File: src/stbc_pkg.sv
package stbc_pkg;

    localparam int NUM_SPRITES = 8;
    localparam int IDX_W       = $clog2(NUM_SPRITES);

    localparam logic [7:0] BOX_X_OFFSET = 8'd24;
    localparam logic [7:0] BOX_X_SPAN   = 8'd48;
    localparam logic [7:0] BOX_Y_OFFSET = 8'd21;
    localparam logic [7:0] BOX_Y_SPAN   = 8'd42;

    typedef enum logic [1:0] {
        KIND_CLEAR = 2'd0,
        KIND_DRAW  = 2'd1,
        KIND_QUERY = 2'd2,
        KIND_NONE  = 2'd3
    } kind_t;

    typedef struct packed {
        logic [7:0] x_low;
        logic [7:0] y;
        logic [7:0] shape;
    } entry_t;

    typedef struct packed {
        logic             en;
        logic [IDX_W-1:0] addr;
        entry_t           data;
    } table_wr_t;

endpackage

File: src/stbc_if.sv
interface stbc_req_if;
    logic       valid;
    logic       ready;
    logic [1:0] kind;
    logic [2:0] sprite_index;
    logic [8:0] x_pos;
    logic [7:0] y_pos;
    logic [7:0] shape;
    logic [7:0] collision_mask;

    modport source (
        output valid, kind, sprite_index, x_pos, y_pos, shape, collision_mask,
        input  ready
    );
    modport sink (
        input  valid, kind, sprite_index, x_pos, y_pos, shape, collision_mask,
        output ready
    );
endinterface

interface stbc_rsp_if;
    logic       valid;
    logic       ready;
    logic       found;
    logic [2:0] partner_index;
    logic [7:0] enable_mask;
    logic [7:0] high_x_mask;

    modport source (
        output valid, found, partner_index, enable_mask, high_x_mask,
        input  ready
    );
    modport sink (
        input  valid, found, partner_index, enable_mask, high_x_mask,
        output ready
    );
endinterface

File: src/sprite_table_box_collision.sv
// channel  dir  fields                                              handshake
// req      in   kind sprite_index x_pos y_pos shape collision_mask  valid/ready
// rsp      out  found partner_index enable_mask high_x_mask         valid/ready
//
// clear, draw and unused kinds go from idle straight to the finish state
// a query with its own bit set reads its own entry, then scans n = 1..8 entries,
// one table read per cycle on the single read port; other queries skip the scan
// one request at a time; a new request is taken while a response waits
// reset clears the masks and marks all table entries as zero at once
module sprite_table_box_collision (
    input  logic       clk,
    input  logic       rst_n,
    stbc_req_if.sink   req,
    stbc_rsp_if.source rsp
);

    localparam int IW = stbc_pkg::IDX_W;
    localparam int NS = stbc_pkg::NUM_SPRITES;

    typedef enum logic [3:0] {
        ST_IDLE   = 4'b0001,
        ST_OWN    = 4'b0010,
        ST_SCAN   = 4'b0100,
        ST_FINISH = 4'b1000
    } state_t;

    state_t            state_reg, state_next;
    logic [NS-1:0]     enable_reg, enable_next;
    logic [NS-1:0]     xhigh_reg, xhigh_next;
    logic [NS-1:0]     others_reg, others_next;
    logic [IW-1:0]     scan_reg, scan_next;
    logic              found_reg, found_next;
    logic [IW-1:0]     partner_reg, partner_next;
    stbc_pkg::entry_t  own_reg, own_next;

    logic              out_valid_reg;
    logic              out_found_reg;
    logic [IW-1:0]     out_partner_reg;
    logic [NS-1:0]     out_enable_reg;
    logic [NS-1:0]     out_xhigh_reg;

    logic                accept;
    logic                out_free;
    logic                tbl_clear;
    stbc_pkg::table_wr_t tbl_wr;
    logic [IW-1:0]       rd_addr;
    stbc_pkg::entry_t    rd_data;
    logic                hit;
    logic [NS-1:0]       req_bit;

    assign accept   = req.valid && req.ready;
    assign req.ready = (state_reg == ST_IDLE);
    assign out_free = !out_valid_reg || rsp.ready;
    assign req_bit  = NS'(1) << req.sprite_index;

    assign tbl_clear    = accept && (req.kind == stbc_pkg::KIND_CLEAR);
    assign tbl_wr.en    = accept && (req.kind == stbc_pkg::KIND_DRAW);
    assign tbl_wr.addr  = req.sprite_index;
    assign tbl_wr.data  = '{x_low: req.x_pos[7:0], y: req.y_pos, shape: req.shape};

    stbc_table u_table (
        .clk     (clk),
        .rst_n   (rst_n),
        .clear   (tbl_clear),
        .wr      (tbl_wr),
        .rd_addr (rd_addr),
        .rd_data (rd_data)
    );

    stbc_box u_box (
        .own   (own_reg),
        .other (rd_data),
        .hit   (hit)
    );

    always_comb
    begin
        state_next   = state_reg;
        enable_next  = enable_reg;
        xhigh_next   = xhigh_reg;
        others_next  = others_reg;
        scan_next    = scan_reg;
        found_next   = found_reg;
        partner_next = partner_reg;
        own_next     = own_reg;
        rd_addr      = req.sprite_index;

        unique case (state_reg)
            ST_IDLE:
            begin
                if (accept)
                begin
                    found_next   = 1'b0;
                    partner_next = '0;
                    state_next   = ST_FINISH;
                    unique case (stbc_pkg::kind_t'(req.kind))
                        stbc_pkg::KIND_CLEAR:
                        begin
                            enable_next = '0;
                            xhigh_next  = '0;
                        end
                        stbc_pkg::KIND_DRAW:
                        begin
                            enable_next = enable_reg | req_bit;
                            if (req.x_pos[8])
                            begin
                                xhigh_next = xhigh_reg | req_bit;
                            end
                            else
                            begin
                                xhigh_next = xhigh_reg & ~req_bit;
                            end
                        end
                        stbc_pkg::KIND_QUERY:
                        begin
                            // own entry is being read this cycle
                            if ((req.collision_mask & req_bit) != '0)
                            begin
                                others_next = req.collision_mask & ~req_bit;
                                state_next  = ST_OWN;
                            end
                        end
                        stbc_pkg::KIND_NONE:
                        begin
                        end
                    endcase
                end
            end
            ST_OWN:
            begin
                own_next   = rd_data;
                rd_addr    = '0;
                scan_next  = '0;
                state_next = ST_SCAN;
            end
            ST_SCAN:
            begin
                rd_addr = scan_reg + IW'(1);
                if (others_reg[scan_reg] && hit)
                begin
                    found_next   = 1'b1;
                    partner_next = scan_reg;
                    state_next   = ST_FINISH;
                end
                else if (scan_reg == IW'(NS - 1))
                begin
                    state_next = ST_FINISH;
                end
                else
                begin
                    scan_next = scan_reg + IW'(1);
                end
            end
            ST_FINISH:
            begin
                if (out_free)
                begin
                    state_next = ST_IDLE;
                end
            end
            default:
            begin
                state_next = ST_IDLE;
            end
        endcase
    end

    always_ff @(posedge clk or negedge rst_n)
    begin
        if (!rst_n)
        begin
            state_reg  <= ST_IDLE;
            enable_reg <= '0;
            xhigh_reg  <= '0;
        end
        else
        begin
            state_reg  <= state_next;
            enable_reg <= enable_next;
            xhigh_reg  <= xhigh_next;
        end
    end

    always_ff @(posedge clk)
    begin
        others_reg  <= others_next;
        scan_reg    <= scan_next;
        found_reg   <= found_next;
        partner_reg <= partner_next;
        own_reg     <= own_next;
    end

    // response register
    always_ff @(posedge clk or negedge rst_n)
    begin
        if (!rst_n)
        begin
            out_valid_reg <= 1'b0;
        end
        else if ((state_reg == ST_FINISH) && out_free)
        begin
            out_valid_reg <= 1'b1;
        end
        else if (rsp.ready)
        begin
            out_valid_reg <= 1'b0;
        end
    end

    always_ff @(posedge clk)
    begin
        if ((state_reg == ST_FINISH) && out_free)
        begin
            out_found_reg   <= found_reg;
            out_partner_reg <= partner_reg;
            out_enable_reg  <= enable_reg;
            out_xhigh_reg   <= xhigh_reg;
        end
    end

    assign rsp.valid         = out_valid_reg;
    assign rsp.found         = out_found_reg;
    assign rsp.partner_index = out_partner_reg;
    assign rsp.enable_mask   = out_enable_reg;
    assign rsp.high_x_mask   = out_xhigh_reg;

    a_draw_enables: assert property (@(posedge clk) disable iff (!rst_n)
        accept && (req.kind == stbc_pkg::KIND_DRAW)
        |=> enable_reg[$past(req.sprite_index)])
        else $error("draw did not set the enable bit");

    a_clear_masks: assert property (@(posedge clk) disable iff (!rst_n)
        accept && (req.kind == stbc_pkg::KIND_CLEAR)
        |=> (enable_reg == '0) && (xhigh_reg == '0))
        else $error("clear left mask bits set");

    a_scan_entry: assert property (@(posedge clk) disable iff (!rst_n)
        (state_reg == ST_SCAN)
        |-> ($past(state_reg) == ST_OWN) || ($past(state_reg) == ST_SCAN))
        else $error("scan started without reading own entry");

    a_found_flagged: assert property (@(posedge clk) disable iff (!rst_n)
        (state_reg == ST_FINISH) && found_reg |-> others_reg[partner_reg])
        else $error("partner not flagged in collision mask");

endmodule

File: src/stbc_table.sv
module stbc_table (
    input  logic                       clk,
    input  logic                       rst_n,
    input  logic                       clear,
    input  stbc_pkg::table_wr_t        wr,
    input  logic [stbc_pkg::IDX_W-1:0] rd_addr,
    output stbc_pkg::entry_t           rd_data
);

    stbc_pkg::entry_t                    mem [stbc_pkg::NUM_SPRITES];
    logic [stbc_pkg::NUM_SPRITES-1:0]    valid_reg;
    stbc_pkg::entry_t                    rd_data_reg;

    always_ff @(posedge clk)
    begin
        if (wr.en)
        begin
            mem[wr.addr] <= wr.data;
        end
    end

    // entries never written since reset or clear read as zero
    always_ff @(posedge clk)
    begin
        if (valid_reg[rd_addr])
        begin
            rd_data_reg <= mem[rd_addr];
        end
        else
        begin
            rd_data_reg <= '0;
        end
    end

    always_ff @(posedge clk or negedge rst_n)
    begin
        if (!rst_n)
        begin
            valid_reg <= '0;
        end
        else if (clear)
        begin
            valid_reg <= '0;
        end
        else if (wr.en)
        begin
            valid_reg[wr.addr] <= 1'b1;
        end
    end

    assign rd_data = rd_data_reg;

endmodule

File: src/stbc_box.sv
module stbc_box (
    input  stbc_pkg::entry_t own,
    input  stbc_pkg::entry_t other,
    output logic             hit
);

    logic [7:0] dx;
    logic [7:0] dy;

    // differences wrap at 8 bits
    assign dx  = own.x_low - other.x_low + stbc_pkg::BOX_X_OFFSET;
    assign dy  = own.y - other.y + stbc_pkg::BOX_Y_OFFSET;
    assign hit = (dx < stbc_pkg::BOX_X_SPAN) && (dy < stbc_pkg::BOX_Y_SPAN);

endmodule

File: src/flat_wrapper.sv
// flat-port wrapper written by rule: the top's interface ports become plain ports
module sprite_table_box_collision_flat 
  (clk, rst_n, req_valid, req_kind, req_sprite_index, req_x_pos, req_y_pos, req_shape, req_collision_mask, req_ready, rsp_valid, rsp_found, rsp_partner_index, rsp_enable_mask, rsp_high_x_mask, rsp_ready);
  stbc_req_if req_i ();
  stbc_rsp_if rsp_i ();
  input  logic clk;
  input  logic rst_n;
  input wire logic [$bits(req_i.valid)-1:0] req_valid;
  input wire logic [$bits(req_i.kind)-1:0] req_kind;
  input wire logic [$bits(req_i.sprite_index)-1:0] req_sprite_index;
  input wire logic [$bits(req_i.x_pos)-1:0] req_x_pos;
  input wire logic [$bits(req_i.y_pos)-1:0] req_y_pos;
  input wire logic [$bits(req_i.shape)-1:0] req_shape;
  input wire logic [$bits(req_i.collision_mask)-1:0] req_collision_mask;
  output wire logic [$bits(req_i.ready)-1:0] req_ready;
  output wire logic [$bits(rsp_i.valid)-1:0] rsp_valid;
  output wire logic [$bits(rsp_i.found)-1:0] rsp_found;
  output wire logic [$bits(rsp_i.partner_index)-1:0] rsp_partner_index;
  output wire logic [$bits(rsp_i.enable_mask)-1:0] rsp_enable_mask;
  output wire logic [$bits(rsp_i.high_x_mask)-1:0] rsp_high_x_mask;
  input wire logic [$bits(rsp_i.ready)-1:0] rsp_ready;
  assign req_i.valid = req_valid;
  assign req_i.kind = req_kind;
  assign req_i.sprite_index = req_sprite_index;
  assign req_i.x_pos = req_x_pos;
  assign req_i.y_pos = req_y_pos;
  assign req_i.shape = req_shape;
  assign req_i.collision_mask = req_collision_mask;
  assign req_ready = req_i.ready;
  assign rsp_valid = rsp_i.valid;
  assign rsp_found = rsp_i.found;
  assign rsp_partner_index = rsp_i.partner_index;
  assign rsp_enable_mask = rsp_i.enable_mask;
  assign rsp_high_x_mask = rsp_i.high_x_mask;
  assign rsp_i.ready = rsp_ready;
  sprite_table_box_collision u_core (.clk(clk), .rst_n(rst_n), .req(req_i), .rsp(rsp_i));
endmodule
File: config.mk
export PLATFORM = sky130hd
export DESIGN_NAME = sprite_table_box_collision_flat
export DESIGN_NICKNAME = d
export VERILOG_FILES = /design/src/stbc_pkg.sv /design/src/stbc_if.sv /design/src/sprite_table_box_collision.sv /design/src/stbc_table.sv /design/src/stbc_box.sv /design/src/flat_wrapper.sv
export SDC_FILE = /design/constraint.sdc
export NUM_CORES = 1
export LEC_CHECK = 0
export ABC_AREA = 1
export BUFFER_PORTS_ARGS = -buffer_cell sky130_fd_sc_hd__buf_2
export CELL_PAD_IN_SITES_DETAIL_PLACEMENT = 1
export CELL_PAD_IN_SITES_GLOBAL_PLACEMENT = 1
export CORE_UTILIZATION = 42
export CTS_CLUSTER_SIZE = 28
export DETAILED_ROUTE_END_ITERATION = 16
export GPL_ROUTABILITY_DRIVEN = 0
export GPL_TIMING_DRIVEN = 0
export PLACE_DENSITY = 0.69
export SLEW_MARGIN = 40
export SYNTH_ARGS = -nofsm -noshare
export SYNTH_HDL_FRONTEND = slang
export SYNTH_SLANG_ARGS = --single-unit
File: constraint.sdc
create_clock -name clk -period 8.55 [get_ports clk]
set_input_delay 1.71 -clock clk [delete_from_list [all_inputs] [get_ports clk]]
set_output_delay 1.71 -clock clk [all_outputs]
set_load 0.01 [all_outputs]
# Yosys cells after proc, flatten, opt, wreduce, memory -nomap -nowiden
# Memories as Yosys holds them, arrays and structs flattened. A register that Yosys moved wholly into a read port is not among the register bits.
# Cells that the tools add are included.
[totals]
wordCells = 102
mem_count = 1
regBits = 80
output_inout_bits = 22
ramBits = 192
inputBits = 42
[memory_table]
columns = ["name", "depth", "word_bits", "rd", "rd_ports_with_merged_regs", "wr", "line_no", "rtl"]
rows = [
  ["u_core.u_table.mem", 8, 24, 1, 1, 1, "stbc_table.sv:10", "stbc_pkg::entry_t mem [stbc_pkg::NUM_SPRITES];"],
]
[op_classes]
mux = 32
addsub = 5
magnitude_cmp = 6
reduce_logical = 22
n_eq_ne = 13
bitwise_logic = 7
n_shift = 1
[ops]
columns = ["operator", "n"]
rows = [
  ["$pmux 8 s2", 2],
  ["$and 8x8->8", 3],
  ["$mux 4", 6],
  ["$mux 8", 3],
  ["$or 8x8->8", 3],
  ["$pmux 3 s2", 3],
  ["$add 8x5->8 const B", 2],
  ["$lt 8x6->1 const B", 2],
  ["$pmux 4 s4", 1],
  ["$sub 8x8->8", 2],
  ["$lt 3x4->1 const B", 3],
  ["$mux 3", 4],
  ["$reduce_and 3->1", 4],
  ["$reduce_bool 2->1", 5],
  ["$mux 1", 9],
  ["$not 8->8", 1],
  ["$reduce_bool 8->1", 1],
  ["$shl 1x3->8 const A", 1],
  ["$logic_and 1x1->1", 7],
  ["$bmux 1 s3", 2],
  ["$ne 2x2->1 const B", 3],
  ["$eq 4x1->1 const B", 1],
  ["$eq 4x2->1 const B", 1],
  ["$eq 4x3->1 const B", 1],
  ["other kinds (14)", 16],
]

# Logic depth before layout (Yosys ltp)
[depth]
ltp_word = 7
depth_mapped = 18
depth_no_buf = 18

# Modules after synthesis
# From an unflattened synthesis, not the netlist that was laid out.
[hier_totals]
cells_unflattened = 1415
hier_area_um2 = 13650.6
[modules_own_cells]
columns = ["module", "n_inst", "seq_area_each_um2", "cells_per_inst", "area_each_um2"]
rows = [
  ["stbc_table", 1, 6446.2, 975, 9501.6],
  ["sprite_table_box_collision", 1, 2298.5, 260, 3194.3],
  ["stbc_box", 1, 0.0, 180, 954.7],
]

# Worst setup path after synthesis
# Ideal clock, no wire load.
[synth_timing]
path_kind = "in2reg"
from = "input port req_kind[0]"
to = "memory u_core.u_table.mem[6][10] (netlist name) (enable)"
n_path_buf = 1
cell_stages = 3
setup_time_ns = 0.409
slack_ns = 4.643
required_time_ns = 8.141
t_arrival_ns = 3.498
path_cell_list = "buf_1 > clkinv_1 > nor3_1"
[synth_via]
elab_chain_cells = 4
[synth_rtl]
columns = ["element", "line_no", "rtl"]
rows = [
  ["start, declared", "flat_wrapper.sv:9", "input wire logic [$bits(req_i.kind)-1:0] req_kind;"],
  ["$eq 2x1->1", "sprite_table_box_collision.sv:57", "assign tbl_wr.en = accept && (req.kind == stbc_pkg::KIND_DRAW);"],
  ["$logic_and 1x1->1", "sprite_table_box_collision.sv:57", ""],
  ["$mux 1", "stbc_table.sv:16", "if (wr.en)"],
  ["$mux 1 (not written as such)", "stbc_table.sv:18", "mem[wr.addr] <= wr.data;"],
  ["end, declared", "stbc_table.sv:10", ""],
]
# No other way between the ends.

# Final worst setup path
[layout_timing]
from = "input port req_kind[0]"
to = "memory u_core.u_table.mem[6][20] (netlist name) (enable)"
# Same word-level chain as after synthesis.

==> impl_results.md <==
* Post-synth EDFFs at 179
* Final setup vio count at 0
* CTS tree: done
* Hold Crit Class: reg -> reg
* Placeable Area at 23,600 um^2
* # IOs at 64
* Top_reg_cell synth: edfxtp_1
* Clock sink count at 224
* Nets at 1,111
* Syn. warnings at 0
* Wire per inst at 17.3 um
* Gr usage total at 0.204
* Commonest non-fill, non-tap cells in the layout: 243 x nand2_1, 179 x edfxtp_1, 174 x inv_1
* Setup crit start kind: input pin
* Final slew viol count at 0
* Initial cell density of the core at 0.430
* Worst setup EP type: flop
* Routed wl met2 at 12.2 mm
* Num CTS Buffers at 25
* P&R area growth vs syn at 16.9%
* Clk slew on worst S/H paths at 0.06 ns
* M1 WL at 10.3 mm
* Most common cell after layout, fill and taps aside: nand2_1
* Worst Hold Depth at 0
* GR Overflow Total at 0
* First-pass GRT wire length at 38.3 mm
* Register area at 6420 um^2
* Vias at 6,732
* Crit path time final at 3.52 ns
* Core Util, Final at 0.502
* Synth cell types at 43
* Postcts setup bufs at 0
* Multi-input gate area at 2870 um^2
* Clk_skew at 0.0100 ns
* WL final at 23.9 mm
* Non-Filler Instances at 1,380
* Cell Pwr Density at 248 nW/um^2
* Top routing layer in use: met4
* Routed via count divided by cell count at 4.88
* Post-synth net total at 1,022
* Worst path required time at 8.78 ns
* Max-slew headroom at 0.517
* DR pass1 iterations at 4
* Cts hold-fix bufs at 0
* Max-capacitance violation count at 0
* Initial antenna violation count at 0
* Port Buffer Count at 52
* Pin count of the biggest net entering global routing at 30
* Post-synthesis sequential area ratio at 0.633
* Avg Cell Area, Syn at 10.6 um^2
* Max reg flops at 128
* Crit path DAT at 3.75 ns
* FFs w/ async S/R, synth at 0.129
* P_leak at 5.18 nW
* Worst R2R Path Depth at 15
* RSZ-0062 raised after global routing: false
* Post-route ant nets at 0
* Chip width at 157 um
* CTS root buf: clkbuf_16
* Chip height at 157 um
* WL met3 at 811 um
* Run status: completed
* Maximum VDD drop at 0.000161 V
* H-tree depth at 1
* R2r setup slk at 5.59 ns
* Die Area at 24,800 um^2
* Synth Instances at 954
* Share of layout cells above drive strength 1 at 0.183
* DRC Markers at 0
* Setup tns final at 0 ns
* Crit path max fanout at 9
* Syn Std Cell Area at 10,100 um^2
* Yosys reg bits at 224
* Diode count at 0
* Hold WS at 0.420 ns
* CTS resizes at 0
* Critical path class: in -> reg
* Iter 0 DRT Violations at 326
* Number of global-route vias before repair at 7,250
* Post-DP HPWL at 17.0 mm
* Fillcell total at 2,587
* Row Count at 56
* FMAX at 284 MHz
* Clock buffer depth at 3
* Final Hold Fails at 0
* Placed Instances at 1,335
* Worst-Margin Slew at 0.718 ns
* Worst-Skew Late Latency at 0.54 ns
* Period Utilization, post-route at 0.412
-- metal layers --
| layer | global-route usage | vias up |
|---|---|---|
| met2 | 0.365 | 105 |
| li1 | - | 3308 |
| met1 | 0.260 | 3275 |
| met5 | 0 | - |
| met4 | 0.0527 | 0 |
| met3 | 0.0281 | 44 |
-- final cells by class --
cell class / count / area share
Timing Repair Buffer: 62 / 0.0342
Clock inverter: 9 / 0.0134
Buffer: 29 / 0.0200
Multi-Input combinational cell: 520 / 0.242
Inverter: 181 / 0.0575
Sequential cell: 224 / 0.541
Tap cell: 319 / 0.0336
Clock buffer: 36 / 0.0579
-- power by group --
part           internal (mW)  switching, mW  leakage, nW
registers               1.31         0.0477         2.14
clock network          0.680          0.428        0.413
logic                  0.169          0.309         2.63
-- kinds of logic after synthesis --
| group | Yosys count | share of synthesized area |
|---|---|---|
| DFF | 224 | 0.633 |
| and+or+nand+nor | 370 | 0.157 |
| buffers and inverters | 210 | 0.0906 |
| adders and majority gates | 26 | 0.0328 |
| AOI/OAI and AO/OA | 124 | 0.0865 |
-- critical path, cell delays in order --
cell and delay, ns:
buf_1 0.37, clkinv_1 0.66, nor3_2 0.67, buf_2 0.33
-- final timing paths --
| check | start | end |
|---|---|---|
| worst max-delay path | req_kind[0] | u_core.u_table.mem[6][20]$_DFFE_PP_ |
| worst min-delay path | u_core.partner_reg[2]$_SDFFCE_PN0P_ | u_core.rsp.partner_index[2]$_DFFE_PP_ |
| worst max register to register | u_core.own_reg[9]$_DFFE_PP_ | u_core.partner_reg[0]$_SDFFCE_PN0P_ |
| worst min register to register | u_core.partner_reg[2]$_SDFFCE_PN0P_ | u_core.rsp.partner_index[2]$_DFFE_PP_ |
| max in group asynchronous | rst_n | u_core.rsp.valid$_DFFE_PN0P_ |
| min in group asynchronous | rst_n | u_core.enable_reg[7]$_DFFE_PN0P_ |
-- per-stage QoR --
stage	area [um^2]	worst slack [ns]	total power, mW
2_1_floorplan	10100	4.64	1.70
3_3_place_gp	10800	3.33	1.83
3_5_place_dp	11000	4.47	1.86
4_1_cts	11900	5.02	2.98
5_1_grt	11900	4.89	3.09
6_report	11900	5.03	2.95
-- cells in the mapped netlist, types with 5 or more instances --
library cell	instances	area share
o211ai_1	31	0.023
edfxtp_1	179	0.53
ha_1	25	0.031
dfxtp_1	16	0.032
nor3_1	5	0.0025
a21oi_2	30	0.026
inv_1	174	0.064
buf_2	10	0.0049
or2_1	14	0.0086
nand2_1	243	0.090
nor2_1	54	0.020
inv_2	5	0.0018
dfrtp_1	28	0.069
nand3_1	29	0.014
o22ai_1	9	0.0055
buf_6	11	0.012
a21oi_1	23	0.011
o21ai_1	17	0.0084
(Power assumes the default switching activity.)
